$ cat config.mk
export PLATFORM = sky130hd
export DESIGN_NAME = object_range_chunk_splitter
export DESIGN_NICKNAME = d
export VERILOG_FILES = /design/src/hw/rtl/orcs_pkg.sv /design/src/hw/rtl/orcs_front.sv /design/src/hw/rtl/orcs_back.sv /design/src/hw/rtl/object_range_chunk_splitter.sv
export SDC_FILE = /design/constraint.sdc
export NUM_CORES = 1
export LEC_CHECK = 0
export ABC_AREA = 1
export BUFFER_PORTS_ARGS = -buffer_cell sky130_fd_sc_hd__buf_2
export CAP_MARGIN = 20
export CORE_MARGIN = 5
export CORE_UTILIZATION = 45
export DETAILED_ROUTE_END_ITERATION = 10
export PLACE_DENSITY_LB_ADDON = 0.08
export SETUP_SLACK_MARGIN = 0.2
export SLEW_MARGIN = 20
export SYNTH_ARGS = -nofsm -noshare
export SYNTH_HDL_FRONTEND = slang
export SYNTH_SLANG_ARGS = --single-unit
$ cat constraint.sdc
create_clock -name clock -period 7.7 [get_ports clock]
set_input_delay 0.385 -clock clock [delete_from_list [all_inputs] [get_ports clock]]
set_output_delay 0.385 -clock clock [all_outputs]
set_load 0.01 [all_outputs]
$ cat src/hw/rtl/orcs_pkg.sv
package orcs_pkg;

   localparam int FIRST_OBJECT_W  = 32;
   localparam int OBJECT_COUNT_W  = 17;
   localparam int BLOCK_NUMBER_W  = 21;
   localparam int BYTE_OFFSET_W   = 32;
   localparam int BSL_W           = 6;

   localparam logic [BSL_W-1:0] BSL_RESET = 6'd22;
   localparam logic [BSL_W-1:0] BSL_MIN   = 6'd18;
   localparam logic [BSL_W-1:0] BSL_MAX   = 6'd32;

   localparam int MAX_RESULTS = 33;
   localparam int RESULT_CNT_W = $clog2(MAX_RESULTS);

   // one request beat plus its class
   typedef struct packed {
      logic [FIRST_OBJECT_W-1:0] first_object;
      logic [OBJECT_COUNT_W-1:0] object_count;
      logic                      zero_count;
   } item_type;

   typedef struct packed {
      logic [BLOCK_NUMBER_W-1:0] block_number;
      logic [FIRST_OBJECT_W-1:0] chunk_first_object;
      logic [OBJECT_COUNT_W-1:0] chunk_object_count;
      logic [BYTE_OFFSET_W-1:0]  byte_offset_in_block;
      logic                      last_chunk;
   } chunk_type;

endpackage

$ cat src/hw/rtl/orcs_front.sv
module orcs_front (
   input  logic                              clock,
   input  logic                              reset,
   input  logic                              req_push,
   output logic                              req_full,
   input  logic [orcs_pkg::FIRST_OBJECT_W-1:0] req_first_object,
   input  logic [orcs_pkg::OBJECT_COUNT_W-1:0] req_object_count,
   output logic                              item_valid,
   output orcs_pkg::item_type                item,
   input  logic                              item_take
);
   import orcs_pkg::*;

   item_type   slot_ff [2];
   item_type   slot_in;
   logic       wr_ptr_ff, wr_ptr_in;
   logic       rd_ptr_ff, rd_ptr_in;
   logic [1:0] count_ff, count_in;
   logic       push_ok;
   logic       pop_ok;

   assign req_full   = (count_ff == 2'd2);
   assign item_valid = (count_ff != 2'd0);
   assign item       = slot_ff[rd_ptr_ff];
   assign push_ok    = req_push & ~req_full;
   assign pop_ok     = item_take & item_valid;

   always_comb begin
      slot_in.first_object = req_first_object;
      slot_in.object_count = req_object_count;
      slot_in.zero_count   = (req_object_count == '0);
      wr_ptr_in = wr_ptr_ff ^ push_ok;
      rd_ptr_in = rd_ptr_ff ^ pop_ok;
      count_in  = count_ff + {1'b0, push_ok} - {1'b0, pop_ok};
   end

   always_ff @(posedge clock) begin
      if (reset) begin
         wr_ptr_ff <= 1'b0;
         rd_ptr_ff <= 1'b0;
         count_ff  <= 2'd0;
      end else begin
         wr_ptr_ff <= wr_ptr_in;
         rd_ptr_ff <= rd_ptr_in;
         count_ff  <= count_in;
      end
   end

   always_ff @(posedge clock) begin
      if (push_ok) begin
         slot_ff[wr_ptr_ff] <= slot_in;
      end
   end

endmodule

$ cat src/hw/rtl/orcs_back.sv
module orcs_back #(
   parameter int OBJECT_BYTES_LOG2 = 7,
   parameter int MAX_CHUNK_LOG2    = 19
) (
   input  logic                           clock,
   input  logic                           reset,
   input  logic [orcs_pkg::BSL_W-1:0]     block_size_log2,
   input  logic                           item_valid,
   input  orcs_pkg::item_type             item,
   output logic                           item_take,
   output logic                           chunk_valid,
   output orcs_pkg::chunk_type            chunk,
   input  logic                           chunk_pop
);
   import orcs_pkg::*;

   localparam int                    WIDE_W = FIRST_OBJECT_W + OBJECT_BYTES_LOG2;
   localparam int                    CALC_W = FIRST_OBJECT_W + 1;
   localparam logic [BSL_W-1:0]      OBL    = BSL_W'(OBJECT_BYTES_LOG2);
   localparam logic [BSL_W-1:0]      MCL    = BSL_W'(MAX_CHUNK_LOG2);

   logic [FIRST_OBJECT_W-1:0] next_object_ff, next_object_in;
   logic [OBJECT_COUNT_W-1:0] objects_left_ff, objects_left_in;
   logic                      busy_ff, busy_in;
   logic                      active_ff, active_in;
   logic [RESULT_CNT_W-1:0]   results_ff, results_in;
   logic                      out_valid_ff, out_valid_in;
   chunk_type                 out_ff, out_in;

   logic [BSL_W-1:0]          bl;
   logic [BSL_W-1:0]          cl;
   logic [CALC_W-1:0]         per_block;
   logic [CALC_W-1:0]         per_chunk;
   logic [CALC_W-1:0]         off;
   logic [CALC_W-1:0]         room;
   logic [CALC_W-1:0]         left_w;
   logic [CALC_W-1:0]         n_a;
   logic [CALC_W-1:0]         n_b;
   logic [CALC_W-1:0]         off_bytes;
   logic [WIDE_W-1:0]         obj_bytes;
   logic [OBJECT_COUNT_W-1:0] n;
   logic [OBJECT_COUNT_W-1:0] left_after;
   logic                      emit;

   assign item_take   = item_valid & ~active_ff;
   assign emit        = active_ff & (~out_valid_ff | chunk_pop);
   assign chunk_valid = out_valid_ff;
   assign chunk       = out_ff;

   always_comb begin
      if (block_size_log2 < BSL_MIN) begin
         bl = BSL_MIN;
      end else if (block_size_log2 > BSL_MAX) begin
         bl = BSL_MAX;
      end else begin
         bl = block_size_log2;
      end
      cl = (bl < MCL) ? bl : MCL;

      // chunk length: min of entries left, chunk size and room to block end
      per_block = CALC_W'(1) << (bl - OBL);
      per_chunk = CALC_W'(1) << (cl - OBL);
      off       = {1'b0, next_object_ff} & (per_block - CALC_W'(1));
      room      = per_block - off;
      left_w    = CALC_W'(objects_left_ff);
      n_a       = (left_w < per_chunk) ? left_w : per_chunk;
      n_b       = (n_a < room) ? n_a : room;
      n         = n_b[OBJECT_COUNT_W-1:0];
      left_after = objects_left_ff - n;

      obj_bytes = {next_object_ff, OBJECT_BYTES_LOG2'(0)};
      off_bytes = off << OBL;

      out_in.block_number         = BLOCK_NUMBER_W'(obj_bytes >> bl);
      out_in.chunk_first_object   = next_object_ff;
      out_in.chunk_object_count   = n;
      out_in.byte_offset_in_block = off_bytes[BYTE_OFFSET_W-1:0];
      out_in.last_chunk           = (left_after == '0);

      next_object_in  = next_object_ff;
      objects_left_in = objects_left_ff;
      busy_in         = busy_ff;
      active_in       = active_ff;
      results_in      = results_ff;
      out_valid_in    = out_valid_ff & ~chunk_pop;

      if (item_take) begin
         if (busy_ff) begin
            // split still open: beat fields are ignored
            active_in  = 1'b1;
            results_in = '0;
         end else if (!item.zero_count) begin
            next_object_in  = item.first_object;
            objects_left_in = item.object_count;
            busy_in         = 1'b1;
            active_in       = 1'b1;
            results_in      = '0;
         end
      end

      if (emit) begin
         out_valid_in    = 1'b1;
         next_object_in  = next_object_ff + FIRST_OBJECT_W'(n);
         objects_left_in = left_after;
         results_in      = results_ff + RESULT_CNT_W'(1);
         if (left_after == '0) begin
            busy_in   = 1'b0;
            active_in = 1'b0;
         end else if (results_ff == RESULT_CNT_W'(MAX_RESULTS - 1)) begin
            active_in = 1'b0;
         end
      end
   end

   always_ff @(posedge clock) begin
      if (reset) begin
         next_object_ff  <= '0;
         objects_left_ff <= '0;
         busy_ff         <= 1'b0;
         active_ff       <= 1'b0;
         results_ff      <= '0;
         out_valid_ff    <= 1'b0;
      end else begin
         next_object_ff  <= next_object_in;
         objects_left_ff <= objects_left_in;
         busy_ff         <= busy_in;
         active_ff       <= active_in;
         results_ff      <= results_in;
         out_valid_ff    <= out_valid_in;
      end
   end

   always_ff @(posedge clock) begin
      if (emit) begin
         out_ff <= out_in;
      end
   end

endmodule

$ cat src/hw/rtl/object_range_chunk_splitter.sv
// object range chunk splitter
// req channel: a beat is taken when req_push is high and req_full is low. it
// names a first map entry and an entry count; a count of zero gives no chunks.
// rsp channel: the oldest chunk sits on the rsp_ ports while rsp_empty is low
// and leaves when rsp_pop is high. each chunk stays inside one storage block
// and within the chunk size, min(block size, 2^MAX_CHUNK_LOG2 bytes).
// csr channel: csr_write_en loads csr_block_size_log2; values below 18 act as
// 18 and above 32 as 32. write only while the block is idle.
// a request yields at most 33 chunks; if entries remain, the next request beat
// is ignored and carries the split on.
// a request beat passes the queue, split state and output registers before
// its first chunk shows. throughput: one chunk per cycle while rsp_pop frees
// the output register, from the single chunk datapath in the back stage; it
// loads a request once the last is done. a two-entry request queue lets new
// beats in while chunks drain. a stalled rsp side holds the output register
// and backs up into the queue; req_full rises when the queue holds two beats.
// reset clears the queue, the split state and loads a block size of 2^22.
module object_range_chunk_splitter #(
   parameter int OBJECT_BYTES_LOG2 = 7,
   parameter int MAX_CHUNK_LOG2    = 19
) (
   input  logic                                clock,
   input  logic                                reset,
   input  logic                                req_push,
   output logic                                req_full,
   input  logic [orcs_pkg::FIRST_OBJECT_W-1:0] req_first_object,
   input  logic [orcs_pkg::OBJECT_COUNT_W-1:0] req_object_count,
   output logic                                rsp_empty,
   input  logic                                rsp_pop,
   output logic [orcs_pkg::BLOCK_NUMBER_W-1:0] rsp_block_number,
   output logic [orcs_pkg::FIRST_OBJECT_W-1:0] rsp_chunk_first_object,
   output logic [orcs_pkg::OBJECT_COUNT_W-1:0] rsp_chunk_object_count,
   output logic [orcs_pkg::BYTE_OFFSET_W-1:0]  rsp_byte_offset_in_block,
   output logic                                rsp_last_chunk,
   input  logic                                csr_write_en,
   input  logic [orcs_pkg::BSL_W-1:0]          csr_block_size_log2
);
   import orcs_pkg::*;

   logic [BSL_W-1:0] block_size_log2_ff, block_size_log2_in;
   logic             item_valid;
   item_type         item;
   logic             item_take;
   logic             chunk_valid;
   chunk_type        chunk;

   assign block_size_log2_in = csr_write_en ? csr_block_size_log2 : block_size_log2_ff;

   always_ff @(posedge clock) begin
      if (reset) begin
         block_size_log2_ff <= BSL_RESET;
      end else begin
         block_size_log2_ff <= block_size_log2_in;
      end
   end

   orcs_front u_front (
      .clock            (clock),
      .reset            (reset),
      .req_push         (req_push),
      .req_full         (req_full),
      .req_first_object (req_first_object),
      .req_object_count (req_object_count),
      .item_valid       (item_valid),
      .item             (item),
      .item_take        (item_take)
   );

   orcs_back #(
      .OBJECT_BYTES_LOG2 (OBJECT_BYTES_LOG2),
      .MAX_CHUNK_LOG2    (MAX_CHUNK_LOG2)
   ) u_back (
      .clock           (clock),
      .reset           (reset),
      .block_size_log2 (block_size_log2_ff),
      .item_valid      (item_valid),
      .item            (item),
      .item_take       (item_take),
      .chunk_valid     (chunk_valid),
      .chunk           (chunk),
      .chunk_pop       (rsp_pop)
   );

   assign rsp_empty                = ~chunk_valid;
   assign rsp_block_number         = chunk.block_number;
   assign rsp_chunk_first_object   = chunk.chunk_first_object;
   assign rsp_chunk_object_count   = chunk.chunk_object_count;
   assign rsp_byte_offset_in_block = chunk.byte_offset_in_block;
   assign rsp_last_chunk           = chunk.last_chunk;

endmodule

# Yosys cells after proc, flatten, opt, wreduce, memory -nomap -nowiden
# Memory sizes are Yosys's and may differ from the RTL's. A register that Yosys moved wholly into a read port is not among the register bits.
# Index checks and enable logic that the tools add are counted.
# Widths: inputs -> output; s select.
dict set report totals {
  inputBits 60
  ramBits 100
  mem_count 1
  out_inout_bits 105
  regBits 164
}
dict set report op_classes {
  n_lt_le_gt_ge 5
  bitwise 13
  addsub 9
  n_reduce_logical 6
  eq_ne 5
  muxes 32
  shift 3
}
# memory depth word_bits rd rd_clocked_by_memory_dff wr line
set mem_list {}
lappend mem_list {u_front.slot_ff 2 50 1 1 1 orcs_front.sv:14} ;# item_type slot_ff [2];
# operator count
set ops {}
lappend ops {{$mux 32} 4}
lappend ops {{$mux 17} 5}
lappend ops {{$shl 1x6->33 const A} 2}
lappend ops {{$mux 6} 7}
lappend ops {{$shr 39x6->21} 1}
lappend ops {{$logic_not 17->1} 2}
lappend ops {{$and 32x33->33} 1}
lappend ops {{$lt 17x33->1} 1}
lappend ops {{$lt 33x33->1} 1}
lappend ops {{$mux 33} 1}
lappend ops {{$sub 33x1->33 const B} 1}
lappend ops {{$sub 33x33->33} 1}
lappend ops {{$add 32x17->32} 1}
lappend ops {{$sub 17x17->17} 1}
lappend ops {{$mux 1} 15}
lappend ops {{$lt 6x5->1 const B} 2}
lappend ops {{$sub 6x3->6 const B} 2}
lappend ops {{$add 6x1->6 const B} 1}
lappend ops {{$eq 6x6->1 const B} 1}
lappend ops {{$gt 6x6->1 const B} 1}
lappend ops {{$and 1x1->1} 5}
lappend ops {{$ne 2x2->1 const B} 2}
lappend ops {{$not 1->1} 4}
lappend ops {{$reduce_bool 2->1} 2}
lappend ops {{8 further kinds} 9}

# Longest topological paths before layout
# Gate-level depths: netlist of the first run.
dict set report depth {
  depth_word 15
  depth_mapped 53
  depth_no_buf 51
}

# Hierarchy
# Synthesis of the first run repeated with hierarchy kept, for this count alone.
dict set report hier_totals {
  hier_cells 1830
  area_unflattened_um2 16300.6
}
# mod cells_each n_inst seq_area_each_um2 area_each_um2
set by_module_without_submodules {}
lappend by_module_without_submodules {orcs_back 1590 1 4043.9 11900.2}
lappend by_module_without_submodules {orcs_front 206 1 3083.0 4156.5}
lappend by_module_without_submodules {object_range_chunk_splitter 34 1 120.1 244.0}

# Worst setup path after synthesis of the first run
# Ideal clock, no wire load.
dict set report synth_timing {
  path_kind {register to register}
  start {reg u_back.next_object_ff[1]}
  end {reg u_back.out_ff (netlist bit u_back.chunk[0]) (data pin)}
  stages_incl_launch_ff 48
  setup_time_ns 0.255
  arrival_ns 5.785
  synth_period_minus_slack_ns 6.040
  setup_slack_ns 1.660
  path_cell_list {dfxtp_1 -> inv_1 -> nor2_1 -> inv_1 -> fa_1 -> nand3_1 -> nand3_1 -> nand2_1 -> nand2_1 -> nand3_1 -> nand2_1 -> nand2_2 -> nand2_4 -> a21oi_4 -> nor2_4 -> o21bai_4 -> nand2_1 -> xor2_1 -> (+12 left out) -> ha_1 -> inv_1 -> fa_1 -> nand3_1 -> nand2_1 -> nand3_1 -> nand4_1 -> nand2_1 -> inv_1 -> o21ai_0 -> nand2_1 -> nand2_1 -> nand2_1 -> a21oi_1 -> inv_1 -> nand3_1 -> nand2_1 -> and2_1}
}
# item line
set synth_lines {}
lappend synth_lines {{start, declared} orcs_back.sv:22} ;# logic [FIRST_OBJECT_W-1:0] next_object_ff, next_object_in;
lappend synth_lines {{start signal, assigned} orcs_back.sv:124} ;# next_object_ff <= next_object_in;
lappend synth_lines {{end signal, assigned} orcs_back.sv:135} ;# out_ff <= out_in;
lappend synth_lines {{end, declared} orcs_back.sv:28} ;# chunk_type out_ff, out_in;

# Final worst setup path of the first run
dict set report layout_timing {
  start {reg u_back.next_object_ff[0]}
  end {reg u_back.next_object_ff[25]}
}
dict set report layout_via {
  elab_chain_cells 6
}
# item line
set layout_lines {}
lappend layout_lines {{$and 32x33->33 *} orcs_back.sv:63} ;# off = {1'b0, next_object_ff} & (per_block - CALC_W'(1));
lappend layout_lines {{$sub 33x33->33 *} orcs_back.sv:64} ;# room = per_block - off;
lappend layout_lines {{$lt 33x33->1} orcs_back.sv:67} ;# n_b = (n_a < room) ? n_a : room;
lappend layout_lines {{$mux 17 *} orcs_back.sv:67}
lappend layout_lines {{via u_back.n_b[2]} orcs_back.sv:38} ;# logic [CALC_W-1:0] n_b;
lappend layout_lines {{$add 32x17->32 *} orcs_back.sv:103} ;# next_object_in = next_object_ff + FIRST_OBJECT_W'(n);
lappend layout_lines {{$mux 32 *} orcs_back.sv:101} ;# if (emit) begin
# The timed path passes the listed nets; every way through them passes the cells marked *.
# A chain may end at the register's enable or synchronous reset.

==> run summary, run 1 <==
Status: finished, final reports clean
Top post-synthesis cells by area: edfxtp_1 (38%), nand2_1 (9.1%), dfxtp_1 (8.8%)
Slack of the worst reg-to-reg path: 850 ps
Fin Clk Skew: 24.6 ps
Effective utilization at floorplan: 45.4%
Hold slack: 26.9 ps
Cells on worst reg2reg path: 45
Multi-input gate area: 7380 sq um
Ratio of routed vias to standard cells: 5.24
GR Overflow Total: 0
Synth-to-Final Area Change: 17.4%
Number of H-tree branching levels: 1
Termination of the worst setup path: u_back.next_object_ff[25]
Worst-case headroom to the max-slew limit: 39.3%
Antenna cell count: 0
Sinks on the clock net: 264
Highest Clock Rate: 146 MHz
Total of buffers placed on input and output ports: 157
Chip width: 196 um
Kind of end point of the critical path: register
Shortest clock period the worst path allows after layout: 6850 ps
Start point of the critical path: u_back.next_object_ff[0]
Iter 0 DRT Violations: 947
Num CTS Buffers: 29
Number of cells produced by synthesis: 1788
Synthesized cell area: 15500 sq um
Number of antenna violations at the first check in global routing: 0
Share of async-settable or async-resettable flops after synthesis: 0%
Vias in the first global route: 12400
Period utilization: 89.0%
Remaining routing DRC violations: 0
Worst slack at placement: 707 ps
Type of element launching the critical path: register
Cell with the largest stage delay on the worst path: fa_1
#FFs+latches synth: 264
Total placed instance area: 17000 sq um
Worst Path Class, Setup: register to register
Fillers: 3328
Worst min path class: input port to register
PD cells: 414 nW/um^2
Longest Clk Path Bufs: 3
Overall die height: 196 um
Routed len/inst: 18.5 um
Count of nets left with antenna violations after detail routing: 0
Number of unique standard cell types used by synthesis: 65
Latest clock arrival within the worst-skew pair: 570 ps
Full die area: 38400 sq um
Clock Root Buffer: clkbuf_16
Capture point of the worst reg-to-reg path: u_back.next_object_ff[25]
Seq. cell area: 7250 sq um
Required arrival time at the worst endpoint: 8210 ps
Pin count of the biggest net entering global routing: 64
Global-route usage over all layers: 23.7%
Most frequent CP cell: nand2_1
Post-synth EDFFs: 196
Reg-to-Reg Start: u_back.next_object_ff[0]
Ratio of cells with drive above 1 in the final layout: 15.9%
Worst-Margin Slew: 909 ps
Setup repair after global routing missed its margin: yes
Library cell with the largest summed area after synthesis: edfxtp_1
Leak Pwr: 8.07 nW
Max incr delay on CP: 520 ps
TritonCTS clock tree: built
Maximum fanout along the worst path: 7
Number of top-level design ports: 165
Register area share after synthesis: 46.6%
Synth warnings: 0
Final count of hold timing violations: 0
Wire length of the first global-routing pass: 71800 um
Aggregate negative setup slack: 0 ps
Estimated wirelength of the detail-placed design: 34900 um
Final layout net count: 2178
Core Footprint: 34300 sq um
Area share of the largest cell type after synthesis: 37.9%
Final setup vio count: 0
Largest voltage drop on the vdd net: 0.277 mV
Syn_area_per_cell: 8.70 sq um
Design Power: 7.56 mW
Total of max-cap violations: 0
Number of rows in the core area: 68
Area of all placed cells without fillers: 18300 sq um
Number of vias after detailed routing: 13100
TritonRoute pass-1 iters: 7
Overall routed net length: 46300 um
Arrival time of data at the critical path endpoint: 7360 ps
Max-slew violation total from the final report: 0
Final RePlAce weighted congestion: 0.956
Start point of the worst hold path: csr_block_size_log2[1]
Clock transition time at the flip-flop clock pins of the worst setup and hold paths: 60 ps
Final setup slack of the worst path: 845 ps
Post-synth top flop: edfxtp_1
final cells by class:
cell class	count	area share, %
flip-flops and latches	264	39.7
repair buffers	228	7.61
clock inverters	15	0.555
multi-input cells	1291	40.4
clock buffers	37	4.25
well taps	455	3.12
inverters	206	4.30
flip-flops by register name, summed over array words and instances (netlist names), 2 cells and up:
| register | cells |
|---|---|
| u_back.results_ff | 6 |
| block_size_log2_ff | 6 |
| u_front.count_ff | 2 |
| u_back.next_object_ff | 32 |
| u_back.objects_left_ff | 17 |
| u_front.slot_ff | 100 |
| u_back.chunk | 96 |
logic make-up (layout without fill, tap and decap cells):
group,after synthesis,count (layout),share of synthesized area (%)
simple gates,688,688,19.8
compound gates,395,395,14.7
buf+inv,280,486,7.31
flops,264,264,46.6
fa+ha+maj,98,98,8.03
xor+xnor,51,51,2.87
mux,10,10,0.644
other cells,2,49,0.0483
where the power goes:
| group | internal [mW] | switching, mW | total (mW) |
|---|---|---|---|
| Clock | 0.738 | 0.554 | 1.29 |
| Combinational | 1.28 | 2.65 | 3.93 |
| Sequential | 2.04 | 0.296 | 2.34 |
| Total | 4.06 | 3.50 | 7.56 |
worst max-delay path: cells and delay by family (launching register included):
kind | cells | cell delay, ps
buffers and inverters | 6 | 790
DFF | 1 | 420
AOI/OAI and AO/OA | 9 | 1550
xor gates and xnor gates | 1 | 150
adders and majority gates | 3 | 1100
and+or+nand+nor | 26 | 2790
timing repair:
item / CTS / global route
hold buffers: 29 / 0
endpoints found under the hold margin: 57 / 0
setup endpoints to repair: 0 / 15
resized for setup: 0 / 15
setup buffers: 0 / 5
cells in the mapped netlist (11+ instances only):
cell	count
nor2_1	126
xnor2_1	11
dfxtp_1	68
edfxtp_1	196
clkbuf_1	48
o211ai_1	23
nand2_1	378
inv_1	191
nor3_1	26
ha_1	95
o21ai_0	163
nand4_1	25
a21oi_1	112
a31oi_1	28
inv_2	14
nand3_1	65
xor2_1	40
routing by layer:
metal	wire, um	global-route usage [%]
met1	23300	37.1
met2	18900	34.3
met3	3200	3.98
met4	901	5.17
met5	0	0
per-stage QoR:
stage / std cells / util, %
after global routing: 2496 / 53.2
after CTS: 2491 / 53.0
after detailed placement: 2410 / 49.6
final: 2496 / 53.2
after global placement: 2410 / 49.6
after floorplan: 1835 / -
cells in the final DEF (no fill, tap or decap), types with 5 or more instances in the layout:
cell type and n:
nand2_1 377, edfxtp_1 196, inv_1 189, o21ai_0 157
buf_2 157, nor2_1 125, a21oi_1 112, ha_1 93
dfxtp_1 65, nand3_1 64, conb_1 49, buf_4 41
xor2_1 40, clkbuf_16 29, dlygate4sd3_1 29, a31oi_1 27
nor3_1 26, nand4_1 25, o211ai_1 23, inv_2 14
o21ai_1 14, xnor2_1 11, nand3_2 10, mux2i_1 10
or2_2 10, nand2_2 8, nor4_1 8, clkinv_1 8
o22ai_1 7, a221oi_1 7, clkbuf_1 6, nand2_4 5
nor2_4 5, nor2_2 5, o21ai_2 5, o221ai_1 5
a311oi_1 5
worst min path at each step:
stage / slack, ps / cells after the start / end
floorplan: 400 / 0 / u_back.chunk[68]
CTS: 2 / 3 / block_size_log2_ff[1]
global route: 10 / 1 / u_front.slot_ff[0][8]
detailed placement: 450 / 1 / u_front.count_ff[1]
global placement: 440 / 1 / u_front.count_ff[1]
finish: 30 / 3 / block_size_log2_ff[1]
(Power assumes the default switching activity.)
==> run 2, diff against run 1 <==
Settings changed: SYNTH_HIERARCHICAL set to 1.
==> run summary, run 2 <==
Ratio of routed vias to standard cells: 5.20
Antenna cell count: 0
Remaining routing DRC violations: 0
Largest voltage drop on the vdd net: 0.249 mV
Maximum fanout along the worst path: 16
Type of element launching the critical path: register
Final RePlAce weighted congestion: 0.932
Iter 0 DRT Violations: 915
Total of max-cap violations: 0
Clock Root Buffer: clkbuf_16
Kind of end point of the critical path: register
Hold slack: 22.1 ps
Required arrival time at the worst endpoint: 8120 ps
Total of buffers placed on input and output ports: 157
GR Overflow Total: 0
Fillers: 3343
Post-synth EDFFs: 196
Setup repair after global routing missed its margin: no
Number of H-tree branching levels: 1
Synth warnings: 6
Post-synth top flop: edfxtp_1
Switching Share: 45.4%
Fin Clk Skew: 16.9 ps
Worst min path class: input port to register
Ratio of cells with drive above 1 in the final layout: 19.9%
#FFs+latches synth: 264
Arrival time of data at the critical path endpoint: 7250 ps
Shortest clock period the worst path allows after layout: 6840 ps
Overall die height: 200 um
Number of flip-flops under the largest register name: 100
Estimated wirelength of the detail-placed design: 34000 um
Sinks on the clock net: 264
Cell Int Power: 4.43 mW
Syn_area_per_cell: 8.91 sq um
Multi-input gate area: 8040 sq um
Sequential power share: 29.0%
Vias in the first global route: 12400
Final setup vio count: 0
Total placed instance area: 17800 sq um
Cell types with the highest counts after synthesis: nand2_1 (395), inv_1 (197), edfxtp_1 (196), nor2_1 (133), o21ai_0 (125)
Area share of the largest cell type after synthesis: 36.1%
Number of vias after detailed routing: 13300
Synthesized cell area: 16300 sq um
Final Instance Count excl. Fillers: 2553
Most common cell after layout, fill and taps aside: nand2_1
Number of antenna violations at the first check in global routing: 0
Routed len/inst: 17.4 um
Status: finished, final reports clean
Area of all placed cells without fillers: 19100 sq um
Register bank with the most flops: u_front/slot_ff
Pin count of the biggest net entering global routing: 77
TritonRoute pass-1 iters: 5
Count of nets left with antenna violations after detail routing: 0
Full die area: 40100 sq um
PD cells: 426 nW/um^2
Number of unique standard cell types used by synthesis: 64
Final layout net count: 2231
Library cell with the largest summed area after synthesis: edfxtp_1
Dominant cell by count in the synthesized netlist: nand2_1
Overall routed net length: 44500 um
Net switching power figure: 3.68 mW
Worst Path Class, Setup: register to register
Latest clock arrival within the worst-skew pair: 570 ps
Number of rows in the core area: 69
Clock transition time at the flip-flop clock pins of the worst setup and hold paths: 60 ps
Register area share after synthesis: 44.5%
Chip width: 200 um
Combinational share of power: 53.9%
Cell with the largest stage delay on the worst path: fa_1
Synth-to-Final Area Change: 16.9%
Number of top-level design ports: 165
Clk network pwr share: 17.1%
Core Footprint: 35700 sq um
Number of cells produced by synthesis: 1830
Worst-Margin Slew: 905 ps
Global-route usage over all layers: 21.1%
Highest Clock Rate: 146 MHz
Final count of hold timing violations: 0
Most frequent cells in the layout: nand2_1 (394), edfxtp_1 (196), inv_1 (195), buf_2 (157), nor2_1 (132)
Worst-case headroom to the max-slew limit: 39.6%
Top post-synthesis cells by area: edfxtp_1 (36%), nand2_1 (9.1%), dfxtp_1 (8.4%)
Max-slew violation total from the final report: 0
TritonCTS clock tree: built
Most frequent CP cell: nand2_1
Cell count after placement: 2471
Period utilization: 88.8%
Share of async-settable or async-resettable flops after synthesis: 0%
Seq. cell area: 7250 sq um
Effective utilization at floorplan: 45.7%
Wire length of the first global-routing pass: 69100 um
Leak Pwr: 8.28 nW
Longest Clk Path Bufs: 3
Aggregate negative setup slack: 0 ps
Max incr delay on CP: 420 ps
Num CTS Buffers: 29
## run 2: cell types whose count changed after synthesis, sizes merged, moves of 7 or more
cell	before	now
inv	206	221
mux2	0	50
mux2i	10	2
nand2	390	419
nand3	75	88
nor2	136	143
o211ai	23	15
o21ai	176	137
xor2	40	33
## run 2: final timing paths
check | slack [ps] | start | end | depth (start not counted)
setup / recovery | 860 | block_size_log2_ff[1] | u_back/next_object_ff[24] | 47
hold / removal | 20 | req_first_object[25] | u_front/slot_ff[1][43] | 1
setup reg to reg | 860 | block_size_log2_ff[1] | u_back/next_object_ff[24] | 47
hold reg to reg | 470 | u_back/results_ff[4] | u_back/results_ff[4] | 1
## run 2: kinds of logic (layout without fill, tap and decap cells)
| kind of cell | Yosys count | after routing | synth area share, % |
|---|---|---|---|
| AND/OR/NAND/NOR | 723 | 724 | 20.5 |
| AO/OA/AOI/OAI | 348 | 348 | 12.2 |
| buffers and inverters | 292 | 503 | 7.64 |
| flip-flops | 264 | 264 | 44.5 |
| adder cells (fa/ha/maj) | 101 | 101 | 7.89 |
| multiplexers | 52 | 52 | 4.68 |
| XOR/XNOR | 48 | 48 | 2.58 |
| other | 2 | 52 | 0.0461 |
## run 2: timing repair
item                                    CTS  global route
gates resized for setup                   0            18
endpoints found under the hold margin    46             0
hold buffers                             23             0
setup buffers                             0             3
endpoints found under the setup margin    0            21
## run 2: per-stage QoR
step | util, % | power (mW) | setup slack [ps]
floorplan | - | 5.34 | 1790
global placement | 49.9 | 6.64 | 425
detailed placement | 49.9 | 6.65 | 322
CTS | 53.2 | 8.09 | 291
global route | 53.4 | 8.75 | 249
finish | 53.4 | 8.11 | 864
## run 2: cell type report
class / instances / share of cell area [%]
Inverter: 223 / 4.49
Clock buffer: 34 / 3.91
Timing Repair Buffer: 225 / 7.11
Sequential cell: 264 / 38.1
Multi-Input combinational cell: 1325 / 42.2
Tap cell: 461 / 3.03
Timing Repair inverter: 2 / 0.0525
Clock inverter: 19 / 1.13
## run 2: critical path, delay by kind of cell (launching register included)
| family | cells | cell delay, ps |
|---|---|---|
| DFF | 1 | 410 |
| buffers and inverters | 11 | 1390 |
| adders and majority gates | 3 | 820 |
| AOI/OAI and AO/OA | 9 | 1160 |
| and+or+nand+nor | 24 | 2910 |
## run 2: layer usage
metal	part of all wire, %	global-route usage, %	routed length, um
met5	0	0	0
met2	42	32.0	18800
met3	6.5	3.14	2900
met4	1.6	3.93	694
met1	50	32.5	22100
## run 2: power by group through the flow
stage / Sequential (mW) / Combinational (mW) / Clock, mW
after CTS: 2.35 / 4.31 / 1.43
after global routing: 2.39 / 4.87 / 1.49
after global placement: 2.37 / 4.27 / 0
after detailed placement: 2.38 / 4.27 / 0
final: 2.35 / 4.37 / 1.39
after floorplan: 2.35 / 2.99 / 0
